===== config.mk =====
export PLATFORM = sky130hd
export DESIGN_NAME = multi_policy_ready_queue_scheduler
export DESIGN_NICKNAME = d
export VERILOG_FILES = /design/src/design/mprqs_pkg.sv /design/src/design/multi_policy_ready_queue_scheduler.sv
export SDC_FILE = /design/constraint.sdc
export NUM_CORES = 2
export LEC_CHECK = 0
export ABC_AREA = 1
export BUFFER_PORTS_ARGS = -buffer_cell sky130_fd_sc_hd__buf_2
export CORE_MARGIN = 3
export CORE_UTILIZATION = 50
export CTS_CLUSTER_DIAMETER = 50
export DETAILED_ROUTE_END_ITERATION = 12
export PLACE_DENSITY = 0.67
export SLEW_MARGIN = 10
export SYNTH_ARGS = -nofsm -noshare
export SYNTH_HDL_FRONTEND = slang
export SYNTH_SLANG_ARGS = --single-unit

===== constraint.sdc =====
create_clock -name clk -period 8.7 [get_ports clk]
set_input_delay 0 -clock clk [delete_from_list [all_inputs] [get_ports clk]]
set_output_delay 0 -clock clk [all_outputs]
set_load 0.01 [all_outputs]

===== src/design/mprqs_pkg.sv =====
// ----------------------------------------------------------------------------
// mprqs_pkg: shared types and codes
// Action, status and policy codes and the sequencer state type.
// ----------------------------------------------------------------------------
package mprqs_pkg;

  localparam logic [2:0] ACT_ADMIT    = 3'd0;
  localparam logic [2:0] ACT_BLOCK    = 3'd1;
  localparam logic [2:0] ACT_FINISH   = 3'd2;
  localparam logic [2:0] ACT_EXPIRE   = 3'd3;
  localparam logic [2:0] ACT_UNBLOCK  = 3'd4;
  localparam logic [2:0] ACT_KILL     = 3'd5;
  localparam logic [2:0] ACT_DISPATCH = 3'd6;

  localparam logic [1:0] ST_OK        = 2'd0;
  localparam logic [1:0] ST_FULL      = 2'd1;
  localparam logic [1:0] ST_BAD_INDEX = 2'd2;
  localparam logic [1:0] ST_IDLE      = 2'd3;

  localparam logic [1:0] POL_FIFO = 2'd0;
  localparam logic [1:0] POL_SJF  = 2'd1;
  localparam logic [1:0] POL_RR   = 2'd2;
  localparam logic [1:0] POL_PRIO = 2'd3;

  typedef enum logic [3:0] {
    S_IDLE,
    S_DECODE,
    S_SCAN,      // read ready entry, compare keys
    S_SCAN_WAIT,
    S_TAKE,      // read picked ready entry
    S_TAKE_WAIT,
    S_RSHIFT,    // ready compaction, one entry per read/write
    S_RSHIFT_WR,
    S_BREAD,     // read blocked entry for unblock
    S_BREAD_WAIT,
    S_BSHIFT,
    S_BSHIFT_WR,
    S_DONE
  } state_t;

endpackage


===== src/design/multi_policy_ready_queue_scheduler.sv =====
// ----------------------------------------------------------------------------
// multi_policy_ready_queue_scheduler
// Ready queue, blocked FIFO and running slot under a selectable policy.
// ----------------------------------------------------------------------------
// Usage: drive action and its fields with start high while busy is low; the
// event is taken at that edge and busy rises. When the event is done, done
// pulses for one cycle with running_valid/id/key, the counts and status.
// The receiver cannot stall; results must be taken on the done cycle.
// policy is written through cfg_data/cfg_valid/cfg_ready while no event runs.
// Simple events step from DECODE to DONE; the next start is taken once the
// block is back in IDLE.
// Dispatch scans the ready queue with one shared key comparator over the
// single memory read port, one read and one compare per entry, then compacts
// the queue moving one entry per read/write pair before done.
// Unblock/kill compact the blocked FIFO the same way.
// One event is in flight at a time; busy covers it all.
// Reset clears counts, running slot and policy; queue storage keeps its
// contents and is read only below the fill counts, so no clearing pass.
// ----------------------------------------------------------------------------
module multi_policy_ready_queue_scheduler #(
  parameter int QUEUE_DEPTH = 64
) (
  input  logic        clk,
  input  logic        rst,
  input  logic        start,
  output logic        busy,
  input  logic [2:0]  action,
  input  logic [15:0] process_id,
  input  logic [7:0]  sched_key,
  input  logic [5:0]  blocked_index,
  input  logic [1:0]  cfg_data,
  input  logic        cfg_valid,
  output logic        cfg_ready,
  output logic        done,
  output logic        running_valid,
  output logic [15:0] running_id,
  output logic [7:0]  running_key,
  output logic [6:0]  ready_count,
  output logic [6:0]  blocked_count,
  output logic [1:0]  status
);

  localparam int AW = (QUEUE_DEPTH > 1) ? $clog2(QUEUE_DEPTH) : 1;
  localparam int CW = $clog2(QUEUE_DEPTH + 1);
  // index compare width: covers both the 6-bit index and the fill count
  localparam int XW = (CW > 6) ? CW : 6;

  mprqs_pkg::state_t state, state_next;

  logic [23:0] ready_mem [QUEUE_DEPTH];
  logic [23:0] blocked_mem [QUEUE_DEPTH];
  logic [23:0] rd_data;

  logic [1:0]  policy;
  logic [2:0]  act;
  logic [15:0] pid;
  logic [7:0]  pkey;
  logic [5:0]  bidx;
  logic [CW-1:0] ready_fill, blocked_fill;
  logic [15:0] run_id;
  logic [7:0]  run_key;
  logic        run_valid;
  logic [1:0]  st;
  logic [CW-1:0] ptr;
  logic [AW-1:0] best;
  logic [7:0]  best_key;

  logic ready_full, blocked_full, bad_idx, better;
  assign ready_full   = ready_fill >= CW'(QUEUE_DEPTH);
  assign blocked_full = blocked_fill >= CW'(QUEUE_DEPTH);
  assign bad_idx      = XW'(bidx) >= XW'(blocked_fill);
  // shared comparator
  assign better = (policy == mprqs_pkg::POL_SJF)  ? (rd_data[7:0] < best_key) :
                  (policy == mprqs_pkg::POL_PRIO) ? (rd_data[7:0] > best_key) : 1'b0;

  // single read port, address chosen by state
  logic [AW-1:0] rd_addr;
  logic          rd_blk;
  always_comb begin
    rd_blk  = 1'b0;
    rd_addr = ptr[AW-1:0];
    case (state)
      mprqs_pkg::S_TAKE:  rd_addr = best;
      mprqs_pkg::S_BREAD: begin rd_blk = 1'b1; rd_addr = AW'(bidx); end
      mprqs_pkg::S_BSHIFT: begin rd_blk = 1'b1; rd_addr = AW'(ptr + 1'b1); end
      mprqs_pkg::S_RSHIFT: rd_addr = AW'(ptr + 1'b1);
      default: ;
    endcase
  end

  always_ff @(posedge clk) begin
    rd_data <= rd_blk ? blocked_mem[rd_addr] : ready_mem[rd_addr];
  end

  always_comb begin
    state_next = state;
    case (state)
      mprqs_pkg::S_IDLE:   if (start) state_next = mprqs_pkg::S_DECODE;
      mprqs_pkg::S_DECODE: begin
        state_next = mprqs_pkg::S_DONE;
        case (act)
          mprqs_pkg::ACT_UNBLOCK:
            if (!bad_idx && !ready_full) state_next = mprqs_pkg::S_BREAD;
          mprqs_pkg::ACT_KILL:
            if (!bad_idx) state_next = mprqs_pkg::S_BSHIFT;
          mprqs_pkg::ACT_DISPATCH:
            if (!run_valid && ready_fill != '0) state_next = mprqs_pkg::S_SCAN;
          default: ;
        endcase
      end
      mprqs_pkg::S_SCAN:      state_next = mprqs_pkg::S_SCAN_WAIT;
      mprqs_pkg::S_SCAN_WAIT:
        state_next = (ptr + 1'b1 >= ready_fill) ? mprqs_pkg::S_TAKE : mprqs_pkg::S_SCAN;
      mprqs_pkg::S_TAKE:      state_next = mprqs_pkg::S_TAKE_WAIT;
      mprqs_pkg::S_TAKE_WAIT: state_next = mprqs_pkg::S_RSHIFT;
      mprqs_pkg::S_RSHIFT:
        state_next = (ptr + 1'b1 >= ready_fill) ? mprqs_pkg::S_DONE : mprqs_pkg::S_RSHIFT_WR;
      mprqs_pkg::S_RSHIFT_WR: state_next = mprqs_pkg::S_RSHIFT;
      mprqs_pkg::S_BREAD:      state_next = mprqs_pkg::S_BREAD_WAIT;
      mprqs_pkg::S_BREAD_WAIT: state_next = mprqs_pkg::S_BSHIFT;
      mprqs_pkg::S_BSHIFT:
        state_next = (ptr + 1'b1 >= blocked_fill) ? mprqs_pkg::S_DONE : mprqs_pkg::S_BSHIFT_WR;
      mprqs_pkg::S_BSHIFT_WR: state_next = mprqs_pkg::S_BSHIFT;
      mprqs_pkg::S_DONE:      state_next = mprqs_pkg::S_IDLE;
      default:                state_next = mprqs_pkg::S_IDLE;
    endcase
  end

  always_comb begin
    busy      = state != mprqs_pkg::S_IDLE;
    cfg_ready = state == mprqs_pkg::S_IDLE;
    done      = state == mprqs_pkg::S_DONE;
  end

  always_ff @(posedge clk) begin
    if (rst) begin
      state <= mprqs_pkg::S_IDLE;
    end else begin
      state <= state_next;
    end
  end

  // memory writes
  always_ff @(posedge clk) begin
    if (state == mprqs_pkg::S_DECODE) begin
      if (act == mprqs_pkg::ACT_ADMIT && !ready_full)
        ready_mem[ready_fill[AW-1:0]] <= {pid, pkey};
      if (act == mprqs_pkg::ACT_EXPIRE && run_valid && policy == mprqs_pkg::POL_RR &&
          !ready_full)
        ready_mem[ready_fill[AW-1:0]] <= {run_id, run_key};
      if (act == mprqs_pkg::ACT_BLOCK && run_valid && !blocked_full)
        blocked_mem[blocked_fill[AW-1:0]] <= {run_id, run_key};
    end
    if (state == mprqs_pkg::S_BREAD_WAIT)
      ready_mem[ready_fill[AW-1:0]] <= rd_data;
    if (state == mprqs_pkg::S_RSHIFT_WR) ready_mem[ptr[AW-1:0]] <= rd_data;
    if (state == mprqs_pkg::S_BSHIFT_WR) blocked_mem[ptr[AW-1:0]] <= rd_data;
  end

  always_ff @(posedge clk) begin
    if (state == mprqs_pkg::S_IDLE && start) begin
      act <= action; pid <= process_id; pkey <= sched_key; bidx <= blocked_index;
    end
    case (state)
      mprqs_pkg::S_DECODE: begin
        ptr <= (act == mprqs_pkg::ACT_DISPATCH) ? '0 : CW'(bidx);
        best <= '0;
      end
      mprqs_pkg::S_SCAN_WAIT: begin
        if (ptr == '0 || better) begin
          best <= ptr[AW-1:0];
          best_key <= rd_data[7:0];
        end
        ptr <= ptr + 1'b1;
      end
      mprqs_pkg::S_TAKE: ptr <= CW'(best);
      mprqs_pkg::S_RSHIFT_WR, mprqs_pkg::S_BSHIFT_WR: ptr <= ptr + 1'b1;
      default: ;
    endcase
  end

  always_ff @(posedge clk) begin
    if (rst) begin
      policy <= mprqs_pkg::POL_FIFO;
      ready_fill <= '0; blocked_fill <= '0;
      run_valid <= 1'b0; run_id <= '0; run_key <= '0;
      st <= mprqs_pkg::ST_OK;
    end else begin
      if (cfg_valid && cfg_ready) policy <= cfg_data;
      case (state)
        mprqs_pkg::S_DECODE: begin
          st <= mprqs_pkg::ST_OK;
          case (act)
            mprqs_pkg::ACT_ADMIT:
              if (ready_full) st <= mprqs_pkg::ST_FULL;
              else ready_fill <= ready_fill + 1'b1;
            mprqs_pkg::ACT_BLOCK:
              if (!run_valid) st <= mprqs_pkg::ST_IDLE;
              else if (blocked_full) st <= mprqs_pkg::ST_FULL;
              else begin
                blocked_fill <= blocked_fill + 1'b1;
                run_valid <= 1'b0; run_id <= '0; run_key <= '0;
              end
            mprqs_pkg::ACT_FINISH:
              if (!run_valid) st <= mprqs_pkg::ST_IDLE;
              else begin run_valid <= 1'b0; run_id <= '0; run_key <= '0; end
            mprqs_pkg::ACT_EXPIRE:
              if (!run_valid) st <= mprqs_pkg::ST_IDLE;
              else if (policy == mprqs_pkg::POL_RR) begin
                if (ready_full) st <= mprqs_pkg::ST_FULL;
                else begin
                  ready_fill <= ready_fill + 1'b1;
                  run_valid <= 1'b0; run_id <= '0; run_key <= '0;
                end
              end else if (policy == mprqs_pkg::POL_SJF) begin
                run_valid <= 1'b0; run_id <= '0; run_key <= '0;
              end
            mprqs_pkg::ACT_UNBLOCK:
              if (bad_idx) st <= mprqs_pkg::ST_BAD_INDEX;
              else if (ready_full) st <= mprqs_pkg::ST_FULL;
            mprqs_pkg::ACT_KILL:
              if (bad_idx) st <= mprqs_pkg::ST_BAD_INDEX;
            mprqs_pkg::ACT_DISPATCH:
              if (!run_valid && ready_fill == '0) st <= mprqs_pkg::ST_IDLE;
            default: ;
          endcase
        end
        mprqs_pkg::S_TAKE_WAIT: begin
          run_valid <= 1'b1; run_id <= rd_data[23:8]; run_key <= rd_data[7:0];
        end
        mprqs_pkg::S_BREAD_WAIT: ready_fill <= ready_fill + 1'b1;
        mprqs_pkg::S_RSHIFT:
          if (ptr + 1'b1 >= ready_fill) ready_fill <= ready_fill - 1'b1;
        mprqs_pkg::S_BSHIFT:
          if (ptr + 1'b1 >= blocked_fill) blocked_fill <= blocked_fill - 1'b1;
        default: ;
      endcase
    end
  end

  assign running_valid = run_valid;
  assign running_id    = run_id;
  assign running_key   = run_key;
  assign ready_count   = 7'(ready_fill);
  assign blocked_count = 7'(blocked_fill);
  assign status        = st;

  a_fill_bound: assert property (@(posedge clk) disable iff (rst)
    ready_fill <= CW'(QUEUE_DEPTH) && blocked_fill <= CW'(QUEUE_DEPTH))
    else $error("fill count above depth");
  a_idle_slot: assert property (@(posedge clk) disable iff (rst)
    !run_valid |-> (run_id == '0 && run_key == '0))
    else $error("empty slot holds data");
  a_done_after: assert property (@(posedge clk) disable iff (rst)
    done |=> !busy)
    else $error("busy after done");
  a_dispatch_runs: assert property (@(posedge clk) disable iff (rst)
    (state == mprqs_pkg::S_TAKE_WAIT) |=> run_valid)
    else $error("dispatch left slot empty");

endmodule

Word level (Yosys, flattened, before mapping) --
Memories as Yosys holds them, arrays and structs flattened. Index checks and enable logic that the tools add are counted. Widths: inputs -> output; s select.
Storage, ports and cells: output and inout bits 44, input port bits 39, bits in registers 125, bits in read-only memories 0, memories kept 2, bits in writable memories 3072, bits in latches 0, word-level logic and storage cells 197
Cells by class: multipliers 0, div/mod/pow operators 0, muxes and demuxes 88, shifts and indexed selects 0, reduce and logical (&&, ||, !) cells 40, $add $sub $neg 5, order comparisons 7, bitwise operators 2, eq/ne operators 37
Memories:
- blocked_mem | depth 64, bits a word 24, read ports 1, clocked after Yosys merged registers in 0, write ports 1, RTL line multi_policy_ready_queue_scheduler.sv:51 | logic [23:0] blocked_mem [QUEUE_DEPTH];
- ready_mem | depth 64, bits a word 24, read ports 1, clocked after Yosys merged registers in 0, write ports 1, RTL line multi_policy_ready_queue_scheduler.sv:50 | logic [23:0] ready_mem [QUEUE_DEPTH];
Operators with widths (number):
- $mux 24 | 5
- $mux 16 | 7
- $mux 7 | 8
- $mux 8 | 7
- $pmux 16 s3 | 1
- $reduce_or 24->1 | 2
- $pmux 7 s3 | 2
- $pmux 4 s10 | 1
- $pmux 16 s2 | 1
- $mux 1 | 29
- $pmux 7 s2 | 2
- $mux 6 | 4
- $pmux 8 s3 | 1
- $add 7x1->7 const B | 3
- $eq 4x4->1 const B | 5
- $pmux 6 s3 | 1
- $eq 4x3->1 const B | 4
- $pmux 8 s2 | 1
- $ge 7x7->1 | 2
- $ge 7x7->1 const B | 2
- $logic_not 7->1 | 2
- $pmux 2 s7 | 1
- $sub 7x1->7 const B | 2
- $mux 2 | 6
- other kinds (39) | 80

Longest topological paths before layout --
depth in word-level cells 10, gate-level depth with buffers 19, mapped depth without buffers 15

Worst setup path after synthesis --
Ideal clock, no wire load.
kind flip-flop to flip-flop, start register state[3], end memory blocked_mem[0][23], data pin, required time 7.998 ns, path buffers 4, library setup time 0.702 ns, cell stages (with the launch flop) 9, path slack 4.054 ns, arrival time 3.944 ns, cell sequence dfxtp_1 > buf_4 > inv_2 > nor2_2 > nand2_1 > clkbuf_1 > clkbuf_1 > clkbuf_1 > o21ai_0
Between the ends: longest elaborated chain between the ends 5
RTL lines:
- from (decl) | RTL line multi_policy_ready_queue_scheduler.sv:48 | mprqs_pkg::state_t state, state_next;
- from (signal assigned) | RTL line multi_policy_ready_queue_scheduler.sv:137 | state <= mprqs_pkg::S_IDLE;
- from (signal assigned) | RTL line multi_policy_ready_queue_scheduler.sv:139 | state <= state_next;
- $eq 4x4->1 | RTL line multi_policy_ready_queue_scheduler.sv:157 | if (state == mprqs_pkg::S_BSHIFT_WR) blocked_mem[ptr[AW-1:0]] <= rd_data;
- $mux 1 | RTL line multi_policy_ready_queue_scheduler.sv:157
- $mux 1 (not written as such) | RTL line multi_policy_ready_queue_scheduler.sv:157
- $reduce_or 24->1 (no line)
- $mux 24 (no line)
- to (decl) | RTL line multi_policy_ready_queue_scheduler.sv:51
Every way passes these cells.

Worst setup path in the final report --
start register state[3], end register rd_data[7]
Between the ends: longest elaborated chain between the ends 5
RTL lines:
- $eq 4x4->1 or $eq 4x3->1 (tied branches) | RTL line multi_policy_ready_queue_scheduler.sv:82 | case (state)
- $reduce_or 2->1 (no line)
- $pmux 6 s3 | RTL line multi_policy_ready_queue_scheduler.sv:82
- $mem_v2 64x24 (on tied branches)
- $mux 24 (*) | RTL line multi_policy_ready_queue_scheduler.sv:92 | rd_data <= rd_blk ? blocked_mem[rd_addr] : ready_mem[rd_addr];
- to (signal assigned) | RTL line multi_policy_ready_queue_scheduler.sv:92
- to (decl) | RTL line multi_policy_ready_queue_scheduler.sv:52 | logic [23:0] rd_data;
Mark *: on every way between the ends. The rest lies on a longest branch, timed or not. A chain may end at the register's enable or synchronous reset.

==> flow_metrics.tcl <==
set metrics [dict create \
    status "completed" \
    cts_hold_buf 77 \
    cts_tree "yes" \
    required_ns 9.43 \
    path_class "register to register" \
    drive_gt1_frac 0.0869 \
    drc_errors 0 \
    synth_ff_type "edfxtp_1" \
    synth_edf_count 3126 \
    syn_area_mm2 0.131 \
    use_met2 0.441 \
    peakVddDrop_uv 588 \
    hold_class "primary input to register" \
    area_growth_pct 11.3 \
    syn_inst 10999 \
    layout_common_cells "nand3_1, edfxtp_1, nand2_1" \
    hold_violations 0 \
    viasPerCell 6.22 \
    worstMarginPinSlew_ns 1.27 \
    cts-resized-gates 0 \
    setup_slack_ns 3.02 \
    leakage_nw 51.1 \
    ys_warn_count 0 \
    drv_slew 0 \
    ant_nets 0 \
    fin_setup_tns_ns 0 \
    clockRootBuffer "clkbuf_16" \
    cp-end-kind "register" \
    fin_skew_ns 0.0371 \
    start_kind "register" \
    synth_compound_area_frac 0.00909 \
    gp_congestion 0.877 \
    clock_latency_ns 0.90 \
    clk_path_buf_depth 4 \
    post_drt_wl_per_cell_um 26.8 \
    synth-simple-area-share 0.226 \
    synth_adder_area_share 0.00440 \
    initial_core_util 0.504 \
    clock_sinks 3197 \
    ioPinCount 83 \
    grt_usage 0.285 \
    numCtsBuffers 322 \
    vias 91415 \
    finish.net_count 11034 \
    die_height_um 519 \
    whs_ns 0.222 \
    synthArstFlopShare 0 \
    rsz0062_at_grt "false" \
    slew_headroom 0.147 \
    grt_overflow 0 \
    fp.dieW_um 519 \
    pre_cts_ws_ns 3.27 \
    synth_seq_area_share 0.725 \
    syn-num-nets 11083 \
    syn_area_per_cell_um2 11.9 \
    drtIter0Drc 13122 \
    met1_usage 0.383 \
    synthMuxAreaShare 0 \
    maxCapViolCount 0 \
    power_density_mw_per_mm2 408 \
    grt_pass1_wl_mm 577 \
    grt_pass1_vias 86485 \
    post_cts_buffers 0 \
    arrival_ns 6.41 \
    grtUsageMet3 0.0580 \
    port_buffers 82 \
    post-route-min-period_ns 5.68 \
    htreeDepth 5 \
    final_common_cell "nand3_1" \
    ys_ff_latch 3197 \
    cp_max_fo 109 \
    synth_top_family_by_area "simple AND/OR/NAND/NOR gates" \
    final_util 0.561 \
    routed_wl_mm 395 \
    fillCellCount 20932 \
    core.rowCount 187 \
    antenna_found_initial 8 \
    dr.pass1.iters 8 \
    hpwlAfterDp_mm 206 \
    fin_crit_sh 0.653 \
    fmax_ghz 0.176 \
    busiest_layer "met2" \
    setup_viol 0 \
    synth_xor_area_frac 0.000866 \
    clkTransAtPathRegs_ns 0.06 \
    core_mm2 0.261 \
    dieArea_mm2 0.269 \
    synthDistinctLibCells 42 \
    grt_start_max_net_pins 205 \
]
[worst max-delay path: stages, from the launching register on]
cell and delay [ns]:
dfxtp_1 0.55, nand3_4 0.59, nand2_4 0.36, nand2_1 0.07, inv_1 0.06, nand3_1 0.11, nand2_4 0.62, buf_12 0.46
buf_4 0.68, nand3_1 0.16, nand3_1 0.12, nand3_1 0.12, nand3_1 0.27, nand3_1 0.35, nand3_1 0.58, nand2_1 0.09
[cell usage after synthesis, types with 2 or more instances]
library cell / instances / share of area
fa_1: 2 / 0.00030
ha_1: 43 / 0.0041
a221oi_1: 3 / 0.00020
dfxtp_1: 71 / 0.011
nand3_1: 3898 / 0.15
o21a_1: 3 / 0.00017
o21ai_0: 88 / 0.0034
buf_2: 374 / 0.014
xnor2_1: 4 / 0.00027
a21oi_1: 69 / 0.0026
a211oi_1: 4 / 0.00023
o221ai_1: 2 / 0.00013
o211ai_1: 28 / 0.0016
edfxtp_1: 3126 / 0.71
nand4_1: 25 / 0.0012
a31oi_1: 3 / 0.00014
inv_1: 143 / 0.0041
nand2_1: 2454 / 0.070
nor4_1: 2 / 0.000095
xor2_1: 9 / 0.00060
nor3_1: 14 / 0.00053
nor2_1: 189 / 0.0054
clkbuf_1: 240 / 0.0069
inv_2: 7 / 0.00020
buf_4: 92 / 0.0053
buf_1: 71 / 0.0020
buf_6: 17 / 0.0015
o21bai_1: 2 / 0.00011
a22oi_1: 3 / 0.00017
[cell type report]
class | count | area [µm²] | area share
Clock buffer | 422 | 8710 | 0.0595
Antenna cell | 4 | 10.0 | 0.0000684
Multi-Input combinational cell | 6858 | 32600 | 0.223
Inverter | 150 | 603 | 0.00412
Clock inverter | 154 | 1110 | 0.00761
Sequential cell | 3197 | 95300 | 0.652
Timing Repair Buffer | 421 | 3550 | 0.0243
Tap cell | 3496 | 4370 | 0.0299
[per-layer routing]
metal | up-vias | wire length [µm]
met5 | - | 89
met4 | 6 | 23300
met3 | 993 | 42800
met2 | 5678 | 182000
met1 | 44911 | 147000
li1 | 39827 | -
[stage by stage]
stage | total power [mW] | instances | instance area (µm²)
after floorplan | 36.3 | 10999 | 131000
after global placement | 45.7 | 14045 | 136000
after detailed placement | 46.1 | 14045 | 136000
after CTS | 59.2 | 14698 | 146000
after global routing | 62.2 | 14698 | 146000
final | 59.6 | 14702 | 146000
[final timing paths]
check,start,end,slack (ns),depth (start not counted)
hold reg to reg,running_key[2]$_SDFFE_PP0P_,running_key[2]$_SDFFE_PP0P_,0.50,2
setup / recovery,state[3]$_SDFFE_PP0P_,rd_data[7]$_DFF_P_,3.02,15
hold / removal,start,state[1]$_SDFFE_PP0P_,0.22,4
setup reg to reg,state[3]$_SDFFE_PP0P_,rd_data[7]$_DFF_P_,3.02,15
[flip-flops by register name, indices dropped and copies added, names as in the netlist]
register       flops
blocked_count      7
best_key           8
pkey               8
running_id        16
bidx               6
state              4
ready_mem       1536
pid               16
running_valid      1
ready_count        7
blocked_mem     1536
best               6
status             2
rd_data           24
running_key        8
policy             2
act                3
ptr                7
[cell families after synthesis]
group	Yosys count
compound gates	211
xor+xnor	13
fa+ha+maj	45
buf+inv	944
flops	3197
simple gates	6589
[where the power goes]
group          total [mW]  leakage (nW)  switching [mW]  internal (mW)
logic                28.3          17.2            21.3           6.93
clock network        13.2          4.80            5.76           7.42
registers            18.2          29.1           0.341           17.9
total                59.6          51.1            27.4           32.2
Power figures use the tool's default switching activity.
